$ cat config.mk
export PLATFORM = sky130hd
export DESIGN_NAME = cascaded_irq_decode_and_mask
export DESIGN_NICKNAME = d
export VERILOG_FILES = /design/src/rtl/cidm_pkg.sv /design/src/rtl/cascaded_irq_decode_and_mask.sv
export VERILOG_INCLUDE_DIRS = /design/src /design/src/rtl
export SDC_FILE = /design/constraint.sdc
export NUM_CORES = 1
export LEC_CHECK = 0
export BUFFER_PORTS_ARGS = -buffer_cell sky130_fd_sc_hd__buf_2
export CAP_MARGIN = 20
export CORE_MARGIN = 5
export CORE_UTILIZATION = 25
export CTS_CLUSTER_DIAMETER = 150
export CTS_CLUSTER_SIZE = 40
export DETAILED_ROUTE_END_ITERATION = 6
export PLACE_DENSITY_LB_ADDON = 0.1
export RECOVER_POWER = 50
export REMOVE_ABC_BUFFERS = 1
export SYNTH_ARGS = -nofsm -noshare
export SYNTH_HDL_FRONTEND = slang
export SYNTH_SLANG_ARGS = --single-unit
$ cat constraint.sdc
create_clock -name clk -period 11.6 [get_ports clk]
set_input_delay 2.9 -clock clk [delete_from_list [all_inputs] [get_ports clk]]
set_output_delay 2.9 -clock clk [all_outputs]
set_load 0.05 [all_outputs]
$ cat src/rtl/cascaded_irq_decode_and_mask_macros.svh
// Assertion macros for the cascaded interrupt decode and mask block.
// Expects clk and rst_n in the scope of each use.
`ifndef CASCADED_IRQ_DECODE_AND_MASK_MACROS_SVH
`define CASCADED_IRQ_DECODE_AND_MASK_MACROS_SVH

// same-cycle implication
`define CIDM_ASSERT_NOW(label, ante, cons, msg) \
  label: assert property (@(posedge clk) disable iff (!rst_n) (ante) |-> (cons)) \
    else $error(msg);

// next-cycle implication
`define CIDM_ASSERT_NEXT(label, ante, cons, msg) \
  label: assert property (@(posedge clk) disable iff (!rst_n) (ante) |=> (cons)) \
    else $error(msg);

`endif

$ cat src/rtl/cidm_pkg.sv
// Package for the cascaded interrupt decode and mask block.
// Action codes, source bit groups, shortcut table and bit-search helpers.
// No dependencies.
`timescale 1ns / 1ps

package cidm_pkg;

  localparam int NUM_CORES_DEF = 4;

  localparam int IN_DATA_W  = 104; // core..bank_two_pending, 13 bytes
  localparam int IN_USER_W  = 3;   // action
  localparam int OUT_DATA_W = 16;  // active_irq, nothing_pending, is_enabled

  localparam logic [9:0]  TIMER_BITS  = 10'h00f;
  localparam logic [9:0]  MBOX_BITS   = 10'h0f0;
  localparam logic [6:0]  CASCADE_IRQ = 7'd8;
  localparam logic [6:0]  PMU_IRQ     = 7'd9;
  localparam int          PMU_BIT     = 9;
  localparam logic [20:0] BASIC_BITS  = 21'h0000ff;
  localparam int          BANK1_FLAG  = 8;
  localparam int          BANK2_FLAG  = 9;
  localparam logic [20:0] SC_BITS     = 21'h1ffc00; // bank 1 and bank 2 shortcuts
  localparam int          SC_SHIFT    = 10;
  localparam int          SC_BANK1_N  = 5;          // first five shortcuts are bank 1
  localparam int          PMU_ROUTE_W = 4;
  localparam int          NUM_BANKS   = 3;

  // interrupt number = {group, bit}; group 0 is local, 1 basic, 2 bank 1, 3 bank 2
  localparam logic [1:0] GRP_LOCAL = 2'd0;
  localparam logic [1:0] GRP_BASIC = 2'd1;
  localparam logic [1:0] GRP_BANK1 = 2'd2;
  localparam logic [1:0] GRP_BANK2 = 2'd3;

  typedef enum logic [2:0] {
    ACT_DECODE  = 3'd0,
    ACT_EOI     = 3'd1,
    ACT_ENABLE  = 3'd2,
    ACT_DISABLE = 3'd3,
    ACT_QUERY   = 3'd4
  } action_t;

  // index of the lowest set bit, 31 when none is set
  function automatic logic [4:0] low_bit32(input logic [31:0] v);
    logic [4:0] r;
    r = 5'd31;
    for (int i = 31; i >= 0; i--) begin
      if (v[i]) r = 5'(i);
    end
    return r;
  endfunction

  // shortcut slot to peripheral bit; slots past the table map to bit 30
  function automatic logic [4:0] sc_map(input logic [4:0] idx);
    logic [4:0] r;
    unique case (idx)
      5'd0:    r = 5'd7;
      5'd1:    r = 5'd9;
      5'd2:    r = 5'd10;
      5'd3:    r = 5'd18;
      5'd4:    r = 5'd19;
      5'd5:    r = 5'd21;
      5'd6:    r = 5'd22;
      5'd7:    r = 5'd23;
      5'd8:    r = 5'd24;
      5'd9:    r = 5'd25;
      default: r = 5'd30;
    endcase
    return r;
  endfunction

endpackage

$ cat src/rtl/cascaded_irq_decode_and_mask.sv
// Cascaded interrupt decode and mask block, top level.
// Depends on cidm_pkg and cascaded_irq_decode_and_mask_macros.svh.
`timescale 1ns / 1ps

// One word in, one word out. Each word names an action in tuser: decode picks the
// highest-priority pending source (local timers, mailboxes, PMU, then the cascade
// through basic bits, shortcut bits, bank 1, bank 2) and masks it; end of
// interrupt and enable set a mask bit, disable clears it, query reads it. The
// word is captured in an input register, worked on by priority encoders and
// mask logic, and the answer lands in an output register; the mask state
// updates on the same edge, so the next word already sees it. out_tvalid
// rises when the held word moves into the output register; one word per cycle
// is sustained while out_tready stays high. Decode results report nothing_pending
// for spurious cases (no local source, or a bare cascade with nothing found).
// Interrupt 8 (cascade) always queries as enabled, 9 (PMU) always as disabled.
// Reset clears every mask.

`include "cascaded_irq_decode_and_mask_macros.svh"

module cascaded_irq_decode_and_mask
  import cidm_pkg::*;
#(
  parameter int NUM_CORES = NUM_CORES_DEF
) (
  input  logic                  clk,
  input  logic                  rst_n,
  input  logic                  in_tvalid,
  output logic                  in_tready,
  // [1:0] core, [8:2] irq_number, [18:9] local_source, [39:19] basic_pending,
  // [71:40] bank_one_pending, [103:72] bank_two_pending
  input  logic [IN_DATA_W-1:0]  in_tdata,
  // [2:0] action
  input  logic [IN_USER_W-1:0]  in_tuser,
  output logic                  out_tvalid,
  input  logic                  out_tready,
  // [6:0] active_irq, [7] nothing_pending, [8] is_enabled, [15:9] zero
  output logic [OUT_DATA_W-1:0] out_tdata
);

  localparam int CORE_IW = (NUM_CORES > 1) ? $clog2(NUM_CORES) : 1;

  // input register
  logic                 s1_valid_r;
  logic [IN_DATA_W-1:0] s1_data_r;
  logic [IN_USER_W-1:0] s1_user_r;

  // output register
  logic                  out_valid_r;
  logic [OUT_DATA_W-1:0] out_data_r;
  logic [OUT_DATA_W-1:0] out_data_nxt;

  // mask state
  logic [NUM_CORES-1:0][3:0]   timer_en_r,   timer_en_nxt;
  logic [NUM_CORES-1:0][3:0]   mbox_en_r,    mbox_en_nxt;
  logic [PMU_ROUTE_W-1:0]      pmu_route_r,  pmu_route_nxt;
  logic [NUM_BANKS-1:0][31:0]  bank_en_r,    bank_en_nxt;

  logic s1_adv, s1_fire, in_fire;

  // unpacked fields of the held word
  action_t     act;
  logic [1:0]  f_core;
  logic [6:0]  f_irq;
  logic [9:0]  f_local;
  logic [20:0] f_basic;
  logic [31:0] f_bank1;
  logic [31:0] f_bank2;

  logic [CORE_IW+1:0] core_ext;
  logic [CORE_IW-1:0] core_sel;
  logic               core_ok;

  // decode
  logic       dec_found;
  logic [6:0] dec_irq;
  logic [4:0] sc_idx;

  // mask update and query
  logic       upd_en;
  logic       upd_on;
  logic [6:0] op_irq;
  logic [1:0] bank_idx;
  logic       query_bit;

  assign s1_adv    = !out_valid_r || out_tready;
  assign s1_fire   = s1_valid_r && s1_adv;
  assign in_tready = !s1_valid_r || s1_adv;
  assign in_fire   = in_tvalid && in_tready;

  assign out_tvalid = out_valid_r;
  assign out_tdata  = out_data_r;

  assign act     = action_t'(s1_user_r);
  assign f_core  = s1_data_r[1:0];
  assign f_irq   = s1_data_r[8:2];
  assign f_local = s1_data_r[18:9];
  assign f_basic = s1_data_r[39:19];
  assign f_bank1 = s1_data_r[71:40];
  assign f_bank2 = s1_data_r[103:72];

  assign core_ext = {{CORE_IW{1'b0}}, f_core};
  assign core_sel = core_ext[CORE_IW-1:0];
  assign core_ok  = core_ext < (CORE_IW+2)'(NUM_CORES);

  // fixed-priority decode of the pending words
  always_comb begin
    dec_found = 1'b0;
    dec_irq   = 7'd0;
    sc_idx    = low_bit32({11'd0, (f_basic & SC_BITS) >> SC_SHIFT});
    priority if ((f_local & TIMER_BITS) != '0) begin
      dec_found = 1'b1;
      dec_irq   = {GRP_LOCAL, low_bit32({22'd0, f_local & TIMER_BITS})};
    end else if ((f_local & MBOX_BITS) != '0) begin
      dec_found = 1'b1;
      dec_irq   = {GRP_LOCAL, low_bit32({22'd0, f_local & MBOX_BITS})};
    end else if (f_local[PMU_BIT]) begin
      dec_found = 1'b1;
      dec_irq   = PMU_IRQ;
    end else if (f_local == '0) begin
      dec_found = 1'b0;
    end else if ((f_basic & BASIC_BITS) != '0) begin
      dec_found = 1'b1;
      dec_irq   = {GRP_BASIC, low_bit32({11'd0, f_basic & BASIC_BITS})};
    end else if ((f_basic & SC_BITS) != '0) begin
      dec_found = 1'b1;
      dec_irq   = {(sc_idx < 5'(SC_BANK1_N)) ? GRP_BANK1 : GRP_BANK2, sc_map(sc_idx)};
    end else if (f_basic[BANK1_FLAG] && f_bank1 != '0) begin
      dec_found = 1'b1;
      dec_irq   = {GRP_BANK1, low_bit32(f_bank1)};
    end else if (f_basic[BANK2_FLAG] && f_bank2 != '0) begin
      dec_found = 1'b1;
      dec_irq   = {GRP_BANK2, low_bit32(f_bank2)};
    end else begin
      dec_found = 1'b0;
    end
  end

  // which mask bit changes, and which way
  always_comb begin
    upd_en = 1'b0;
    upd_on = 1'b0;
    op_irq = f_irq;
    unique case (act)
      ACT_DECODE: begin
        upd_en = dec_found;
        op_irq = dec_irq;
      end
      ACT_EOI, ACT_ENABLE: begin
        upd_en = 1'b1;
        upd_on = 1'b1;
      end
      ACT_DISABLE: upd_en = 1'b1;
      ACT_QUERY:   upd_en = 1'b0;
      default:     upd_en = 1'b0;
    endcase
  end

  assign bank_idx = op_irq[6:5] - 2'd1;

  always_comb begin
    timer_en_nxt  = timer_en_r;
    mbox_en_nxt   = mbox_en_r;
    pmu_route_nxt = pmu_route_r;
    bank_en_nxt   = bank_en_r;
    if (upd_en) begin
      if (op_irq[6:5] == GRP_LOCAL) begin
        // unused local numbers and the cascade number fall through untouched
        priority if (op_irq <= 7'd3) begin
          if (core_ok) timer_en_nxt[core_sel][op_irq[1:0]] = upd_on;
        end else if (op_irq <= 7'd7) begin
          if (core_ok) mbox_en_nxt[core_sel][op_irq[1:0]] = upd_on;
        end else if (op_irq == PMU_IRQ) begin
          if (core_ok) pmu_route_nxt[f_core] = upd_on;
        end else begin
          pmu_route_nxt = pmu_route_r;
        end
      end else begin
        bank_en_nxt[bank_idx][op_irq[4:0]] = upd_on;
      end
    end
  end

  // enable query
  always_comb begin
    query_bit = 1'b0;
    if (f_irq[6:5] == GRP_LOCAL) begin
      priority if (f_irq <= 7'd3) begin
        query_bit = core_ok && timer_en_r[core_sel][f_irq[1:0]];
      end else if (f_irq <= 7'd7) begin
        query_bit = core_ok && mbox_en_r[core_sel][f_irq[1:0]];
      end else begin
        query_bit = (f_irq == CASCADE_IRQ);
      end
    end else begin
      query_bit = bank_en_r[f_irq[6:5] - 2'd1][f_irq[4:0]];
    end
  end

  always_comb begin
    out_data_nxt = '0;
    unique case (act)
      ACT_DECODE: begin
        out_data_nxt[6:0] = dec_found ? dec_irq : 7'd0;
        out_data_nxt[7]   = !dec_found;
      end
      ACT_QUERY: out_data_nxt[8] = query_bit;
      ACT_EOI, ACT_ENABLE, ACT_DISABLE: out_data_nxt = '0;
      default: out_data_nxt = '0;
    endcase
  end

  always_ff @(posedge clk) begin
    if (!rst_n) begin
      s1_valid_r  <= 1'b0;
      out_valid_r <= 1'b0;
      timer_en_r  <= '0;
      mbox_en_r   <= '0;
      pmu_route_r <= '0;
      bank_en_r   <= '0;
    end else begin
      if (in_fire) begin
        s1_valid_r <= 1'b1;
      end else if (s1_fire) begin
        s1_valid_r <= 1'b0;
      end
      if (s1_fire) begin
        out_valid_r <= 1'b1;
        timer_en_r  <= timer_en_nxt;
        mbox_en_r   <= mbox_en_nxt;
        pmu_route_r <= pmu_route_nxt;
        bank_en_r   <= bank_en_nxt;
      end else if (out_tready) begin
        out_valid_r <= 1'b0;
      end
    end
  end

  always_ff @(posedge clk) begin
    if (in_fire) begin
      s1_data_r <= in_tdata;
      s1_user_r <= in_tuser;
    end
    if (s1_fire) begin
      out_data_r <= out_data_nxt;
    end
  end

  `CIDM_ASSERT_NOW(a_spurious_zero, out_valid_r && out_data_r[7], out_data_r[6:0] == 7'd0, "spurious decode with nonzero irq")
  `CIDM_ASSERT_NOW(a_excl_answer, out_valid_r, !(out_data_r[7] && out_data_r[8]), "decode and query answers both set")
  `CIDM_ASSERT_NOW(a_no_cascade, out_valid_r && !out_data_r[7] && out_data_r[8] == 1'b0 && out_data_r[6:0] != 7'd0, out_data_r[6:0] != CASCADE_IRQ, "cascade number decoded")
  `CIDM_ASSERT_NEXT(a_fire_valid, s1_fire, out_valid_r, "processed word lost before output")
  `CIDM_ASSERT_NEXT(a_disable_bank, s1_fire && act == ACT_DISABLE && f_irq[6:5] != GRP_LOCAL, !bank_en_r[$past(f_irq[6:5]) - 2'd1][$past(f_irq[4:0])], "bank disable did not clear")

endmodule
==> results of run 1 <==
layer usage:
| metal | track usage, % | share of wire (%) | wire, um |
|---|---|---|---|
| met1 | 18.3 | 46 | 16000 |
| met2 | 22.4 | 49 | 16800 |
| met3 | 1.68 | 3.6 | 1250 |
| met4 | 2.39 | 1.5 | 526 |
| met5 | 0 | 0 | 0 |
cells by family after synthesis:
kind of cell / share of synthesized area, %
AO/OA/AOI/OAI: 23.7
flip-flops: 53.1
AND/OR/NAND/NOR: 10.6
buffers and inverters: 3.51
multiplexers: 8.30
adder cells (fa/ha/maj): 0.655
other: 0.0327
XOR/XNOR: 0.0765
sequential cells by signal, indices dropped and copies added (netlist names):
register and count:
out_tvalid 1, mbox_en_r 16, bank_en_r 96, s1_valid_r 1
timer_en_r 16, out_tdata 9, s1_data_r 104, act 3
final cells by class:
cell class	instances	area, sq um	share of cell area [%]
inverter	19	71.3	0.554
tap	600	751	5.84
clock buffer	13	283	2.20
multi-input combinational	644	4990	38.8
timing repair buffer	131	636	4.94
sequential	246	6090	47.3
clock inverter	3	41.3	0.321
cell usage in the layout, fill, tap and decap left out, types with 9 or more instances in the layout:
master     count
mux4_2        40
nand2b_1      11
nand2_1       51
o21ai_0       18
o31ai_1      134
dfxtp_1      130
o211ai_1     132
nand3_1       13
nor2_1        46
nor4_1        26
nor2b_1       11
inv_1         19
or4_1          9
edfxtp_1     116
a21oi_1       20
nor3_1        14
buf_2         91
clkbuf_16     11
clkbuf_1      34
critical path, delay by kind of cell:
| kind | cells | cell delay [ns] |
|---|---|---|
| buffers and inverters | 2 | 2.79 |
| AND/OR/NAND/NOR | 3 | 2.35 |
worst max-delay path by stage:
| stage | from | to |
|---|---|---|
| 2_1_floorplan | out_tready | act[0] |
| 6_report | out_tready | s1_data_r[22] |
| 3_3_place_gp | out_tready | in_tready |
| 3_5_place_dp | out_tready | in_tready |
| 4_1_cts | out_tready | in_tready |
| 5_1_grt | out_tready | s1_data_r[79] |
where the power goes:
part           internal, mW  leakage, nW  total, mW  switching (mW)
Clock                 0.184        0.157      0.479           0.296
Sequential            0.938         2.17      0.963          0.0245
Combinational        0.0399         1.68      0.146           0.106
==> flow_summary.json, run 1 <==
{
  "avgRoutedWirePerCell_um": 20.9,
  "syn_inst": 979,
  "drt_iter0_drc": 586,
  "min_period_over_period_pct": 69.7,
  "worstPathArrival_ns": 8.13,
  "cts_sinks": 246,
  "htree_num_levels": 1,
  "design_area_sq_um": 12900,
  "cts_buffer_depth": 3,
  "tns_ns": 0,
  "synth_area_sq_um": 11500,
  "synth_edf_count": 116,
  "hpwl_um": 23200,
  "routed_wl_um": 34600,
  "cts_buffers": 10,
  "clock-root-buffer": "clkbuf_16",
  "via_per_inst": 5.12,
  "syn_avg_cell_area_sq_um": 11.7,
  "cts_resized": 0,
  "cp.required_ns": 11.64,
  "synthArstFlopShare_pct": 0,
  "yosysWarnings": 0,
  "vias": 8486,
  "place_area_sq_um": 12600,
  "grt_max_degree": 74,
  "place_congestion": 0.778,
  "cpMaxStageDelayCell": "clkbuf_1",
  "preCtsSetupSlack_ns": 5.17,
  "area_delta_synth_final_pct": 12.3,
  "fp-row-count": 78,
  "max_slew_margin_pct": -145,
  "start_util_pct": 25.2,
  "fillCellCount": 4708,
  "synth_area_leaders": "edfxtp_1 30%, dfxtp_1 23%, o31ai_1 8.8%, o211ai_1 8.7%, mux4_2 7.9%",
  "holdCritPathClass": "reg2reg",
  "peakVddDrop_v": 0.0000848,
  "worst_pin_slew_ns": 3.67,
  "hold-path-cell-count": 2,
  "hold_viol": 0,
  "gr-total-overflow": 0,
  "synthTopCellsByCount": "134 x o31ai_1, 132 x o211ai_1, 130 x dfxtp_1, 116 x edfxtp_1, 51 x nand2_1",
  "post_cts_buffers": 0,
  "final_core_util_pct": 28.3,
  "netlist.top_cell.by_area": "edfxtp_1",
  "grt_pass1_vias": 8213,
  "ys_types": 73,
  "r2r.worst_path.cells": 4,
  "layout_setup_ws_ns": 3.51,
  "portBuffers": 121,
  "fin_hold_ws_ns": 0.517,
  "hold_end": "mbox_en_r[5]",
  "synth-main-ff-cell": "dfxtp_1",
  "grt_pass1_wl_um": 52200,
  "critical_path_class": "in2reg",
  "period_needed_ns": 8.09,
  "num_antenna_cells": 0,
  "nNetsFinal": 1169,
  "setup_viol": 0,
  "total_leakage_power_nw": 4.01,
  "cts_tree": "built",
  "core_area_sq_um": 45400,
  "start_kind": "primary input",
  "cp_max_fo": 67,
  "hp-start": "mbox_en_r[5]",
  "r2r-start": "out_tvalid",
  "drive_gt1_share_pct": 16.9,
  "die_h_um": 224,
  "power_density_nw_per_um2": 123,
  "path_clk_slew_ns": 0.14,
  "endpoint_kind": "flip-flop",
  "die_w_um": 224,
  "worst_skew_pair.late_latency_ns": 0.51,
  "ios": 129,
  "drt_first_pass_iters": 7,
  "drv_cap": 3,
  "r2r_setup_slack_ns": 5.56,
  "violations": "DRC, capacitance limit, slew limit",
  "status": "complete, but fails checks",
  "yosysMostFrequentCell": "o31ai_1",
  "hold_buffers": 0,
  "antenna_found_initial": 0,
  "yosys.area.top_type_share_pct": 30.4,
  "grt_setup_unrepaired": "no",
  "dp.cells": 1640,
  "totalPowerFinal_mw": 1.59,
  "final_antenna_net_count": 0,
  "rr_endpoint": "s1_data_r[22]",
  "synth_seq_cells": 246,
  "clock.fmax_mhz": 124,
  "final_cells": 1656,
  "die_area_sq_um": 50200,
  "max_stage_delay_ns": 2.71,
  "fin_skew_ns": 0.0298,
  "drc": 2,
  "synth-seq-area-share_pct": 53.1,
  "crit_chain": "buf_2 > nor2b_1 > nand2_1 > and2_0 > clkbuf_1",
  "grt.total_usage_pct": 13.2,
  "maxSlewViolCount": 170
}
(Power assumes the default switching activity.)
==> run 2, diff against run 1 <==
--- a/config.mk
+++ b/config.mk
@@ -6,6 +6,7 @@
 export SDC_FILE = /design/constraint.sdc
 export NUM_CORES = 1
 export LEC_CHECK = 0
+export ABC_AREA = 1
 export BUFFER_PORTS_ARGS = -buffer_cell sky130_fd_sc_hd__buf_2
 export CAP_MARGIN = 20
 export CORE_MARGIN = 5
==> constraint.sdc (replaced) <==
create_clock -name clk -period 6.8 [get_ports clk]
set_input_delay 1.7 -clock clk [delete_from_list [all_inputs] [get_ports clk]]
set_output_delay 1.7 -clock clk [all_outputs]
set_load 0.05 [all_outputs]
==> flow_summary.json, run 2 <==
{
  "largest_reg_flops": 104,
  "layout_setup_ws_ns": 1.51,
  "post_cts_buffers": 0,
  "place_congestion": 0.761,
  "area_delta_synth_final_pct": 12.1,
  "routed_wl_um": 39200,
  "via_per_inst": 4.51,
  "netlist.top_cell.by_area": "edfxtp_1",
  "num_antenna_cells": 0,
  "die_h_um": 233,
  "power_density_nw_per_um2": 199,
  "fin_skew_ns": 0.0748,
  "ios": 129,
  "gr-usage-met2_pct": 23.3,
  "ys_types": 52,
  "cpMaxStageDelayCell": "nand4_4",
  "yosys.area.top_type_share_pct": 28.1,
  "regMostFlops": "s1_data_r",
  "start_kind": "flip-flop",
  "cts_buffer_depth": 3,
  "drt_iter0_drc": 657,
  "r2r_setup_slack_ns": 1.51,
  "max_slew_margin_pct": -103,
  "fp-row-count": 81,
  "path_clk_slew_ns": 0.16,
  "preCtsSetupSlack_ns": 1.70,
  "crit_path_end": "bank_en_r[90]",
  "synth_edf_count": 116,
  "hold_viol": 0,
  "tns_ns": 0,
  "grt_pass1_vias": 10358,
  "syn_inst": 1623,
  "busiest_layer": "met2",
  "crit_start": "s1_data_r[66]",
  "antenna_found_initial": 0,
  "pwr-share-clk_pct": 29.3,
  "synthTopCellsByCount": "372 x nand2_1, 284 x nor2_1, 185 x inv_1, 130 x dfxtp_1, 116 x edfxtp_1",
  "yosysMostFrequentCell": "nand2_1",
  "worst_skew_pair.late_latency_ns": 0.53,
  "drt_first_pass_iters": 7,
  "gr-total-overflow": 0,
  "cp_max_fo": 34,
  "r2r-start": "s1_data_r[66]",
  "min_period_over_period_pct": 77.8,
  "final_cell_mix": "372 x nand2_1, 283 x nor2_1, 185 x inv_1",
  "core_area_sq_um": 49000,
  "intPower_mw": 1.99,
  "final_antenna_net_count": 0,
  "synth_seq_cells": 246,
  "critical_path_class": "reg2reg",
  "p_comb_share_pct": 12.1,
  "start_util_pct": 25.3,
  "drive_gt1_share_pct": 10.8,
  "cts_sinks": 246,
  "status": "complete, but fails checks",
  "top_regs": "s1_data_r x104, bank_en_r x96",
  "vias": 10661,
  "synthArstFlopShare_pct": 0,
  "clock.fmax_mhz": 189,
  "cts_resized": 0,
  "syn_avg_cell_area_sq_um": 7.64,
  "synth-main-ff-cell": "dfxtp_1",
  "r2r.worst_path.cells": 27,
  "peakVddDrop_v": 0.000163,
  "worst_pin_slew_ns": 3.05,
  "rr_endpoint": "bank_en_r[90]",
  "violations": "capacitance limit, slew limit",
  "hpwl_um": 26500,
  "grt_setup_unrepaired": "no",
  "layout_commonest_cell": "nand2_1",
  "holdCritPathClass": "reg2reg",
  "period_needed_ns": 5.29,
  "met1_usage_pct": 20.7,
  "hold_buffers": 0,
  "grt.met3_usage_pct": 1.96,
  "power_switching_mw": 0.779,
  "cts_tree": "built",
  "switching_share_pct": 28.1,
  "grt_max_degree": 74,
  "synth_area_sq_um": 12400,
  "worstPathArrival_ns": 5.73,
  "total_leakage_power_nw": 5.93,
  "clock-root-buffer": "clkbuf_16",
  "nNetsFinal": 1812,
  "synth-seq-area-share_pct": 49.1,
  "pwr-share-seq_pct": 58.6,
  "endpoint_kind": "flip-flop",
  "htree_num_levels": 1,
  "grt_pass1_wl_um": 61100,
  "cpMostUsedCell": "nand2_1",
  "drc": 0,
  "cp.required_ns": 7.25,
  "portBuffers": 121,
  "drv_cap": 2,
  "die_w_um": 233,
  "max_stage_delay_ns": 0.69,
  "setup_viol": 0,
  "synth_area_leaders": "edfxtp_1 28%, dfxtp_1 21%, nand2_1 11%, nor2_1 8.6%, inv_1 5.6%",
  "maxSlewViolCount": 111,
  "grt.total_usage_pct": 14.3,
  "avgRoutedWirePerCell_um": 16.6,
  "die_area_sq_um": 54100,
  "cts_buffers": 10,
  "yosysWarnings": 0
}
-- run 2: cells by family (layout without fill, tap and decap cells) --
kind of cell | after synthesis | count (layout) | share of synthesized area [%]
AO/OA/AOI/OAI | 201 | 201 | 9.54
adder cells (fa/ha/maj) | 6 | 6 | 0.606
flip-flops | 246 | 246 | 49.1
AND/OR/NAND/NOR | 882 | 882 | 31.4
other | 1 | 7 | 0.0302
buffers and inverters | 287 | 357 | 9.30
-- run 2: final cells by class --
class                      count  area, sq um
inverter                     204          768
clock buffer                  15          290
tap                          664          831
fill                        5336        35100
multi-input combinational   1096         5190
timing repair buffer         137          701
clock inverter                 1         30.0
sequential                   246         6090
-- run 2: how the worst min path moves through the flow --
stage,startpoint,to,slack (ns),cells after the start
2_1_floorplan,bank_en_r[32],bank_en_r[32],0.45,2
3_3_place_gp,bank_en_r[88],bank_en_r[88],0.46,2
3_5_place_dp,bank_en_r[26],bank_en_r[26],0.47,2
4_1_cts,bank_en_r[18],bank_en_r[18],0.51,2
5_1_grt,mbox_en_r[6],mbox_en_r[6],0.53,2
6_report,mbox_en_r[4],mbox_en_r[4],0.50,2
-- run 2: stage by stage --
stage | utilization (%) | instances | hold slack (ns) | total power, mW | instance area, sq um
after floorplan | - | 1546 | 0.446 | 1.84 | 12000
after global placement | 27.8 | 2347 | 0.461 | 1.99 | 13600
after detailed placement | 27.8 | 2347 | 0.471 | 1.99 | 13600
after CTS | 28.5 | 2363 | 0.509 | 2.83 | 13900
after global routing | 28.4 | 2363 | 0.525 | 2.91 | 13900
final | 28.4 | 2363 | 0.501 | 2.77 | 13900
-- run 2: critical path, delay by kind of cell, from the launching register on --
| family | cells | cell delay (ns) |
|---|---|---|
| simple gates | 17 | 2.94 |
| buf+inv | 5 | 1.13 |
| compound gates | 5 | 0.73 |
| flops | 1 | 0.41 |
-- run 2: layer usage --
metal	vias up	part of all wire, %
met4	0	1.3
met3	28	4.3
met5	-	0
li1	5412	-
met1	4987	49
met2	234	45
-- run 2: power by group through the flow --
| stage | clock (mW) | combinational, mW | sequential (mW) |
|---|---|---|---|
| 3_5_place_dp | 0 | 0.339 | 1.66 |
| 4_1_cts | 0.864 | 0.339 | 1.62 |
| 5_1_grt | 0.910 | 0.371 | 1.63 |
| 2_1_floorplan | 0 | 0.178 | 1.66 |
| 6_report | 0.812 | 0.335 | 1.62 |
| 3_3_place_gp | 0 | 0.338 | 1.66 |
